--- src/sv/dirf_pkg.sv ---
`default_nettype none

package dirf_pkg;

  localparam int unsigned DEPTH_DEF  = 1024;
  localparam int unsigned KEY_W      = 32;
  localparam int unsigned MID_W      = 32;
  localparam int unsigned EID_W      = 16;
  localparam int unsigned HS_W       = 11;
  localparam int unsigned OUT_SLOT_W = 10;

  // One search token walking down the row of cells.
  typedef struct packed {
    logic             valid;
    logic             hit;
    logic [KEY_W-1:0] key;
  } token_t;

endpackage

`default_nettype wire

--- src/sv/dirf_cell.sv ---
`default_nettype none

module dirf_cell import dirf_pkg::*; #(
  parameter  int unsigned DEPTH  = DEPTH_DEF,
  parameter  int unsigned IDX    = 0,
  localparam int unsigned SLOT_W = $clog2(DEPTH),
  localparam int unsigned CNT_W  = $clog2(DEPTH + 1)
) (
  input  wire               clk_i,
  input  wire               rst_ni,
  input  wire token_t       tok_i,
  output token_t            tok_o,
  input  wire [CNT_W-1:0]   size_i,
  input  wire [SLOT_W-1:0]  fill_i,
  input  wire               wr_en_i,
  input  wire [SLOT_W-1:0]  wr_slot_i,
  input  wire [KEY_W-1:0]   wr_key_i
);

  logic [KEY_W-1:0] key_q;
  logic             tok_valid_q;
  logic             tok_hit_q;
  logic [KEY_W-1:0] tok_key_q;
  logic             active;
  logic             written;
  logic [KEY_W-1:0] stored;
  logic             match;

  // Slots above the fill mark were never written; they read as zero.
  assign active  = (IDX != 0) && (CNT_W'(IDX) < size_i);
  assign written = (SLOT_W'(IDX) <= fill_i);
  assign stored  = written ? key_q : '0;
  assign match   = active && (stored == tok_i.key);

  always_ff @(posedge clk_i) begin
    if (wr_en_i && (wr_slot_i == SLOT_W'(IDX))) begin
      key_q <= wr_key_i;
    end
  end

  always_ff @(posedge clk_i or negedge rst_ni) begin
    if (!rst_ni) begin
      tok_valid_q <= 1'b0;
    end else begin
      tok_valid_q <= tok_i.valid;
    end
  end

  always_ff @(posedge clk_i) begin
    tok_hit_q <= tok_i.hit | match;
    tok_key_q <= tok_i.key;
  end

  assign tok_o = '{valid: tok_valid_q, hit: tok_hit_q, key: tok_key_q};

endmodule

`default_nettype wire

--- config.mk ---
export PLATFORM = sky130hd
export DESIGN_NAME = dirf_cell
export DESIGN_NICKNAME = d
export VERILOG_FILES = /design/src/sv/dirf_pkg.sv /design/src/sv/dirf_cell.sv
export SDC_FILE = /design/constraint.sdc
export NUM_CORES = 1
export LEC_CHECK = 0
export BUFFER_PORTS_ARGS = -buffer_cell sky130_fd_sc_hd__buf_2
export CORE_MARGIN = 10
export CORE_UTILIZATION = 26
export DETAILED_ROUTE_END_ITERATION = 16
export PLACE_DENSITY = 0.82
export REMOVE_ABC_BUFFERS = 1
export SLEW_MARGIN = 20
export SYNTH_ARGS = -nofsm -noshare
export SYNTH_HDL_FRONTEND = slang
export SYNTH_SLANG_ARGS = --single-unit
export TNS_END_PERCENT = 50
--- constraint.sdc ---
create_clock -name clk_i -period 1.84 [get_ports clk_i]
set_clock_uncertainty 0.2 [all_clocks]
set_input_delay 0.184 -clock clk_i [delete_from_list [all_inputs] [get_ports clk_i]]
set_output_delay 0.184 -clock clk_i [all_outputs]
set_load 0.01 [all_outputs]
==> impl_metrics.json <==
{
  "cts_setup_buffers": 0,
  "seqPwrFrac_pct": 58.0,
  "worst_slew_pin_tran_ps": 95.3,
  "critical-path-max-stage-delay_ps": 370,
  "multi_input_cells": 0,
  "fp-row-count": 18,
  "timing.fmax_ghz": 0.830,
  "syn_to_final_growth_pct": 113,
  "outcome": "complete, no violations",
  "dieArea_um2": 5170,
  "overall_routed_net_length_mm": 2.54,
  "antenna_violations_before_repair": 0,
  "h-tree-depth": 2,
  "n_antenna_cell": 0,
  "drv.max_cap_violation_count": 0,
  "number_of_port_buffers": 69,
  "die_width_um": 71.9,
  "numPlacedInstances": 133,
  "final_min_period_over_clock_period_pct": 65.5,
  "postSynthAreaPerCell_um2": 19.5,
  "vertical_die_dimension_um": 71.9,
  "cts.clk_slew.worst_paths_ps": 90,
  "slew-limit-headroom_pct": 93.6,
  "post-route-drc-count": 0,
  "multi_input_area_um2": 0,
  "clock_sinks": 34,
  "gp_congestion": 0.620,
  "maxSlewViolCount": 0,
  "crit_required_ps": 1460,
  "synthesis.area_um2": 701,
  "grt_pass1_wl_mm": 3.77,
  "grt_overflow_total": 0,
  "power.ir.vdd_worst_mv": 0.640,
  "final.min_clock_period_ps": 1200,
  "timing.critical_path.max_delay_family": "flip-flops",
  "grt_use_total_pct": 10.0,
  "power_switching_w": 0.000290,
  "yosys_register_bits": 34,
  "rsz_0062_raised_after_global_routing": "no",
  "most-common-layout-cells": "sky130_fd_sc_hd__buf_2, sky130_fd_sc_hd__dlygate4sd3_1, sky130_fd_sc_hd__dfxtp_1",
  "tritoncts": "done",
  "worstHoldPathType": "input port to flip-flop",
  "detailed_place_hpwl_mm": 1.70,
  "synthTopCellsByArea": "sky130_fd_sc_hd__dfxtp_1, sky130_fd_sc_hd__dfrtp_1, sky130_fd_sc_hd__buf_4",
  "timing.critical_path.from_type": "flip-flop",
  "power.share.combinational_pct": 11.7,
  "synth_top_area_share_pct": 94.3,
  "setup_viol_count_final": 0,
  "yosys.cell_types.count": 3,
  "ff_latch_area_um2": 686,
  "detail_route.first_pass.iterations": 3,
  "cp.buffers_inverters": 1,
  "synthesis.yosys.warnings": 0,
  "post_layout_nonfiller_instances": 177,
  "ant_nets": 0,
  "clock-root-buffer": "sky130_fd_sc_hd__clkbuf_4",
  "synth_top_cell_by_area": "sky130_fd_sc_hd__dfxtp_1",
  "mostFrequentLayoutCell": "sky130_fd_sc_hd__buf_2",
  "synth_cells": 36,
  "postCtsResizedCells": 0,
  "largest_net_degree_at_the_start_of_global_routing": 11,
  "static-leakage-power_nw": 0.747,
  "wl_per_cell_um": 14.3,
  "filler_cell_count": 212,
  "path_class": "flip-flop to primary output",
  "utilization_pct": 59.0,
  "worst_path_max_delay_cell": "sky130_fd_sc_hd__dfrtp_1",
  "vias_in_the_first_global_route": 758,
  "starting_density_of_the_core_pct": 27.8,
  "io_pins": 134,
  "ys_seq_area_share_pct": 97.9,
  "crit_chain": "buf_2",
  "timing_hold_violations_final": 0,
  "fin_setup_tns_ps": 0,
  "endpoint_kind": "primary output",
  "cp.arrival_ps": 820,
  "cts_hold_buf": 36,
  "power.share.switching_pct": 21.5,
  "crit_fanout": 1,
  "detail_route.vias_per_cell": 3.84,
  "power.density_cell_area_nw_per_um2": 907,
  "vias": 680,
  "finish.net_count": 246,
  "layout.cell_area.non_filler_um2": 1490,
  "first_iter_violations": 13,
  "instance_area_at_placement_um2": 1070,
  "post_route_cells_drive_above_1_share_pct": 51.7,
  "core_ar_um2": 2520,
  "internal_power_component_w": 0.00106,
  "power.clock.fraction_pct": 30.4,
  "tritoncts.num_buffers": 5,
  "cts_buffer_depth": 2
}
[power groups by stage]
stage	Clock (W)	Sequential, W	Combinational (W)
after global routing	0.000467	0.000787	0.000172
after global placement	0	0.000799	0.0000967
after CTS	0.000434	0.000783	0.000159
final	0.000410	0.000783	0.000158
after floorplan	0	0.000824	0
after detailed placement	0	0.000800	0.0000991
[kinds of logic after synthesis]
| family | share of synthesized area [%] |
|---|---|
| flops | 97.9 |
| buf+inv | 2.14 |
[path summary, 6_finish.rpt]
check	start	endpoint	cells after the start	slack (ps)
min in group asynchronous	rst_ni	tok_valid_q	3	480
max in group asynchronous	rst_ni	tok_valid_q	3	860
hold / removal	tok_i[32]	tok_hit_q	2	290
setup / recovery	tok_valid_q	tok_o[33]	1	640
[sequential cells by signal, summed over array words and instances, names as in the netlist]
name         count
tok_key_q       32
tok_hit_q        1
tok_valid_q      1
[layer usage]
layer	vias up	track usage (%)	share of wire, %
met5	-	0	0
met4	0	5.38	2.8
met3	8	7.35	11
met2	35	19.4	60
met1	309	6.55	26
li1	328	-	-
[area by class of cell]
cell class / instances / area share, %
clock inverters: 1 / 0.336
well taps: 30 / 2.52
repair buffers: 105 / 47.4
flip-flops and latches: 34 / 46.1
clock buffers: 7 / 3.70
[through the flow]
step / total power (W) / setup slack, ps / hold WS (ps)
floorplan: 0.000824 / 1080 / -312
detailed placement: 0.000899 / 989 / -241
global route: 0.00143 / 569 / 265
finish: 0.00135 / 635 / 289
CTS: 0.00138 / 608 / 260
global placement: 0.000896 / 986 / -241
[cells in the mapped netlist]
cell type	n
sky130_fd_sc_hd__dfrtp_1	1
sky130_fd_sc_hd__dfxtp_1	33
sky130_fd_sc_hd__buf_4	2
(Power assumes the default switching activity.)
