**config.mk**
```make
export PLATFORM = sky130hd
export DESIGN_NAME = dirf_ctrl
export DESIGN_NICKNAME = d
export VERILOG_FILES = /design/src/sv/dirf_pkg.sv /design/src/sv/dirf_ctrl.sv
export SDC_FILE = /design/constraint.sdc
export NUM_CORES = 1
export LEC_CHECK = 0
export BUFFER_PORTS_ARGS = -buffer_cell sky130_fd_sc_hd__buf_4
export CAP_MARGIN = 40
export CORE_ASPECT_RATIO = 1.25
export CORE_UTILIZATION = 38
export CTS_BUF_LIST = sky130_fd_sc_hd__clkbuf_4 sky130_fd_sc_hd__clkbuf_8
export DETAILED_ROUTE_END_ITERATION = 10
export PLACE_DENSITY = 0.67
export SLEW_MARGIN = 20
export SYNTH_ARGS = -nofsm -noshare
export SYNTH_HDL_FRONTEND = slang
export SYNTH_SLANG_ARGS = --single-unit
```
**constraint.sdc**
```tcl
create_clock -name clk_i -period 8.91 [get_ports clk_i]
set_input_delay 0.891 -clock clk_i [delete_from_list [all_inputs] [get_ports clk_i]]
set_output_delay 0.891 -clock clk_i [all_outputs]
set_load 0.05 [all_outputs]
```
**src/sv/dirf_pkg.sv**
```systemverilog
`default_nettype none

package dirf_pkg;

  localparam int unsigned DEPTH_DEF  = 1024;
  localparam int unsigned KEY_W      = 32;
  localparam int unsigned MID_W      = 32;
  localparam int unsigned EID_W      = 16;
  localparam int unsigned HS_W       = 11;
  localparam int unsigned OUT_SLOT_W = 10;

  // One search token walking down the row of cells.
  typedef struct packed {
    logic             valid;
    logic             hit;
    logic [KEY_W-1:0] key;
  } token_t;

endpackage

`default_nettype wire

```
**src/sv/dirf_ctrl.sv**
```systemverilog
`default_nettype none

module dirf_ctrl import dirf_pkg::*; #(
  parameter  int unsigned DEPTH  = DEPTH_DEF,
  localparam int unsigned SLOT_W = $clog2(DEPTH),
  localparam int unsigned CNT_W  = $clog2(DEPTH + 1)
) (
  input  wire                   clk_i,
  input  wire                   rst_ni,
  input  wire                   in_valid_i,
  output logic                  in_ready_o,
  input  wire [MID_W-1:0]       message_id_i,
  input  wire [EID_W-1:0]       echo_id_i,
  output logic                  out_valid_o,
  input  wire                   out_ready_i,
  output logic                  is_duplicate_o,
  output logic [OUT_SLOT_W-1:0] stored_slot_o,
  input  wire                   cfg_we_i,
  input  wire [HS_W-1:0]        cfg_wdata_i,
  output token_t                tok_launch_o,
  input  wire token_t           tok_done_i,
  output logic [CNT_W-1:0]      size_o,
  output logic [SLOT_W-1:0]     fill_o,
  output logic                  wr_en_o,
  output logic [SLOT_W-1:0]     wr_slot_o,
  output logic [KEY_W-1:0]      wr_key_o
);

  localparam int unsigned HS_MAX   = (1 << HS_W) - 1;
  localparam int unsigned HS_RESET = (DEPTH > HS_MAX) ? HS_MAX : DEPTH;

  typedef enum logic [3:0] {
    S_IDLE   = 4'b0001,
    S_LAUNCH = 4'b0010,
    S_SEARCH = 4'b0100,
    S_FINISH = 4'b1000
  } state_e;

  state_e                  state_q, state_d;
  logic [HS_W-1:0]         hsize_q;
  logic [SLOT_W-1:0]       ptr_q, ptr_d;
  logic [SLOT_W-1:0]       fill_q, fill_d;
  logic                    out_valid_q, out_valid_d;
  logic                    dup_q;
  logic [OUT_SLOT_W-1:0]   slot_out_q;
  logic [KEY_W-1:0]        key_q;
  logic                    hit_q;
  logic [KEY_W-1:0]        product;
  logic [CNT_W-1:0]        next_slot;
  logic [SLOT_W-1:0]       slot;
  logic                    load_out;

  assign product = KEY_W'(message_id_i * echo_id_i);

  // Sizes above the store depth saturate to the depth.
  assign size_o = (32'(hsize_q) > 32'(DEPTH)) ? CNT_W'(DEPTH) : CNT_W'(hsize_q);

  // The ring wraps back to slot 1; slot 0 is never used.
  assign next_slot = CNT_W'(ptr_q) + CNT_W'(1);
  assign slot      = (next_slot >= size_o) ? SLOT_W'(1) : SLOT_W'(next_slot);

  assign load_out = (state_q == S_FINISH) && (!out_valid_q || out_ready_i);

  always_comb begin
    state_d     = state_q;
    ptr_d       = ptr_q;
    fill_d      = fill_q;
    out_valid_d = out_valid_q;
    if (out_valid_q && out_ready_i) begin
      out_valid_d = 1'b0;
    end
    case (state_q)
      S_IDLE: begin
        if (in_valid_i) begin
          state_d = S_LAUNCH;
        end
      end
      S_LAUNCH: begin
        state_d = S_SEARCH;
      end
      S_SEARCH: begin
        if (tok_done_i.valid) begin
          state_d = S_FINISH;
        end
      end
      S_FINISH: begin
        if (load_out) begin
          out_valid_d = 1'b1;
          state_d     = S_IDLE;
          if (!hit_q) begin
            ptr_d = slot;
            if (slot > fill_q) begin
              fill_d = slot;
            end
          end
        end
      end
      default: begin
        state_d = S_IDLE;
      end
    endcase
  end

  always_ff @(posedge clk_i or negedge rst_ni) begin
    if (!rst_ni) begin
      state_q     <= S_IDLE;
      hsize_q     <= HS_W'(HS_RESET);
      ptr_q       <= '0;
      fill_q      <= '0;
      out_valid_q <= 1'b0;
    end else begin
      state_q     <= state_d;
      ptr_q       <= ptr_d;
      fill_q      <= fill_d;
      out_valid_q <= out_valid_d;
      if (cfg_we_i) begin
        hsize_q <= cfg_wdata_i;
      end
    end
  end

  always_ff @(posedge clk_i) begin
    if ((state_q == S_IDLE) && in_valid_i) begin
      key_q <= product;
    end
    if ((state_q == S_SEARCH) && tok_done_i.valid) begin
      hit_q <= tok_done_i.hit;
    end
    if (load_out) begin
      dup_q      <= hit_q;
      slot_out_q <= hit_q ? '0 : OUT_SLOT_W'(slot);
    end
  end

  assign in_ready_o     = (state_q == S_IDLE);
  assign out_valid_o    = out_valid_q;
  assign is_duplicate_o = dup_q;
  assign stored_slot_o  = slot_out_q;

  assign tok_launch_o = '{valid: (state_q == S_LAUNCH), hit: 1'b0, key: key_q};

  assign fill_o    = fill_q;
  assign wr_en_o   = load_out && !hit_q;
  assign wr_slot_o = slot;
  assign wr_key_o  = key_q;

endmodule

`default_nettype wire

```
==> metrics.yaml <==
vias_per_cell: 4.918
stdcell_count: 2310
cp_max_fo: 31
grt_overflow: 0
die_w_um: 182.3
layout.nets: 2247
grt_pass1_wl_um: 63450
multi_input_area_um2: 11280
drive_above_1_share_pct: 13.10
critPathBufInv: 4
drv_slew: 0
critPathArrivalTime_ns: 7.02
synth_area_per_cell_um2: 9.211
synth.ff_latch_count: 80
ys_warn_count: 0
hold_viol_final: 0
grt_pass1_vias: 12400
cp-end-kind: "register"
skew_ns: 0.01938
drc_errors: 0
die_area_um2: 41470
final_common_cell: "inv_1"
ctsHoldBuffers: 0
syn_nets: 2166
maxCapViolations: 0
ys_seq_area_share_pct: 14.40
cp-start-kind: "input port"
cts_setup_buffers: 0
clock_sinks: 80
relSlewSlack_pct: 54.76
fillers: 3928
dr.pass1.iters: 4
hp-class: "input port to async pin"
crit_chain: "buf_4 > nand2_1 > fa_1 > fa_1 > inv_1 > fa_1 > inv_1 > fa_1 > fa_1 > fa_1 > inv_1 > ha_1 > a21oi_1 > a211oi_1 > nor3_1 > nand3_1 > nand2_1 > o21bai_1 > o41ai_1 > xnor2_1"
finalSetupTns_ns: 0
drt_iter0_drc: 592
cpMostUsedCell: "fa_1"
io_buffers: 175
cts_root_buffer: "clkbuf_8"
h-tree-depth: 3
r2r_slack_ns: 3.98
chipHeight_um: 227.4
clock_path_buffers: 2
vias: 11360
fin_util_pct: 42.67
gp_congestion: 0.8323
dp.final_hpwl_um: 30240
ioPinCount: 209
mostFrequentLayoutCells: "370 x inv_1, 304 x fa_1, 274 x nand2_1"
synth_edf_count: 44
ff2ff_path_depth: 19
path_clk_slew_ns: 0.11
fmax_mhz: 145.9
r2r-start: "ptr_q[0]$_DFFE_PN0P_"
critPathMaxStageDelay_ns: 0.56
grtUsageTotal_pct: 19.86
register_area_um2: 2225
coreArea_um2: 40120
routed_wirelength_um: 38390
wire_per_inst_um: 16.62
ant_nets: 0
status: "completed"
async_flop_share_pct: 45.00
synth_cell_types: 65
clk-insertion-delay-late_ns: 0.41
rsz0062_at_grt: "no"
finalCritPeriodShare_pct: 76.92
worstMarginPinSlew_ns: 0.6757
cp.required_ns: 9.08
netlist_instances: 1677
crit_type: "input port to register"
cts_buffers: 9
syn-cell-area_um2: 15450
setup_viol: 0
final_area_um2: 17120
antenna_found_initial: 1
cp_slowest_cell: "fa_1"
dp.cells: 2293
grt_max_degree: 37
syn_to_final_growth_pct: 10.81
ys.flop_type: "edfxtp_1"
placed_cell_area_um2: 16940
cts_tree: "yes"
fin_crit_ns: 6.854
r2r_end: "fill_o[7]$_DFFE_PN0P_"
num_rows: 82
initial_core_util_pct: 38.51
cts-resized-gates: 0
cp_top_family: "adder cells"
## routing by layer
layer / routed length (um) / global-route usage, % / vias up / part of all wire [%]
li1: - / - / 5117 / -
met1: 14640 / 22.01 / 5801 / 38
met2: 20600 / 37.84 / 366 / 54
met3: 1893 / 3.040 / 77 / 4.9
met4: 1258 / 7.888 / 0 / 3.3
met5: 0 / 0 / - / 0
## sequential cells by signal (all words and copies together), names as in the netlist
signal,flops
fill_o,10
out_valid_o,1
state_q,4
hsize_q,11
is_duplicate_o,1
hit_q,1
stored_slot_o,10
wr_key_o,32
ptr_q,10
## area by class of cell
| type | instances | share of cell area (%) |
|---|---|---|
| Antenna cell | 1 | 0.01462 |
| Tap cell | 546 | 3.991 |
| Clock buffer | 9 | 0.7237 |
| Timing Repair Buffer | 177 | 7.924 |
| Sequential cell | 80 | 13.00 |
| Multi-Input combinational cell | 1119 | 65.88 |
| Inverter | 371 | 8.165 |
| Clock inverter | 7 | 0.3070 |
## cells in the mapped netlist, types with 8 or more instances
library cell / number / area share, %
and2_1: 159 / 6.4
nand2b_1: 8 / 0.32
o31ai_1: 9 / 0.44
a211oi_1: 11 / 0.53
dfrtp_1: 34 / 5.5
edfxtp_1: 44 / 8.6
nor3_1: 16 / 0.52
nand3_1: 13 / 0.42
a21o_1: 8 / 0.39
nor2_1: 40 / 0.97
xnor2_1: 41 / 2.3
nand2_1: 274 / 6.7
o21ai_0: 22 / 0.71
buf_4: 34 / 1.7
xor2_1: 15 / 0.85
clkbuf_1: 64 / 1.6
inv_1: 370 / 9.0
a21oi_1: 27 / 0.87
fa_1: 304 / 39
ha_1: 87 / 7.0
mux2_2: 18 / 1.3
## worst max path at each step
stage                            start                      to  slack [ns]  depth (start not counted)
after floorplan           echo_id_i[3]  wr_key_o[23]$_DFFE_PP_        2.37                         21
after global placement    echo_id_i[1]  wr_key_o[31]$_DFFE_PP_        1.65                         20
after detailed placement  echo_id_i[1]  wr_key_o[31]$_DFFE_PP_        1.48                         20
after CTS                 echo_id_i[1]  wr_key_o[31]$_DFFE_PP_        1.99                         20
after global routing      echo_id_i[1]  wr_key_o[31]$_DFFE_PP_        1.71                         20
final                     echo_id_i[1]  wr_key_o[31]$_DFFE_PP_        2.06                         20
## kinds of logic (layout without fill, tap and decap cells)
logic type / Yosys count / after routing / share of synthesized area [%]
xor+xnor: 56 / 56 / 3.175
other cells: 1 / 2 / 0.02428
simple gates: 534 / 534 / 16.43
compound gates: 118 / 118 / 5.508
flops: 80 / 80 / 14.40
fa+ha+maj: 391 / 391 / 46.44
buf+inv: 478 / 564 / 12.61
mux: 19 / 19 / 1.409
## metrics by stage
step	hold slack, ns	worst slack [ns]
6_report	0.4397	2.056
5_1_grt	0.4462	1.715
4_1_cts	0.4153	1.988
3_5_place_dp	0.4952	1.479
3_3_place_gp	0.4810	1.647
2_1_floorplan	0.4396	2.366
Power is left out: the tool's default activity adds up to more than one toggle a clock period on the data nets, which glitch-free logic cannot reach.
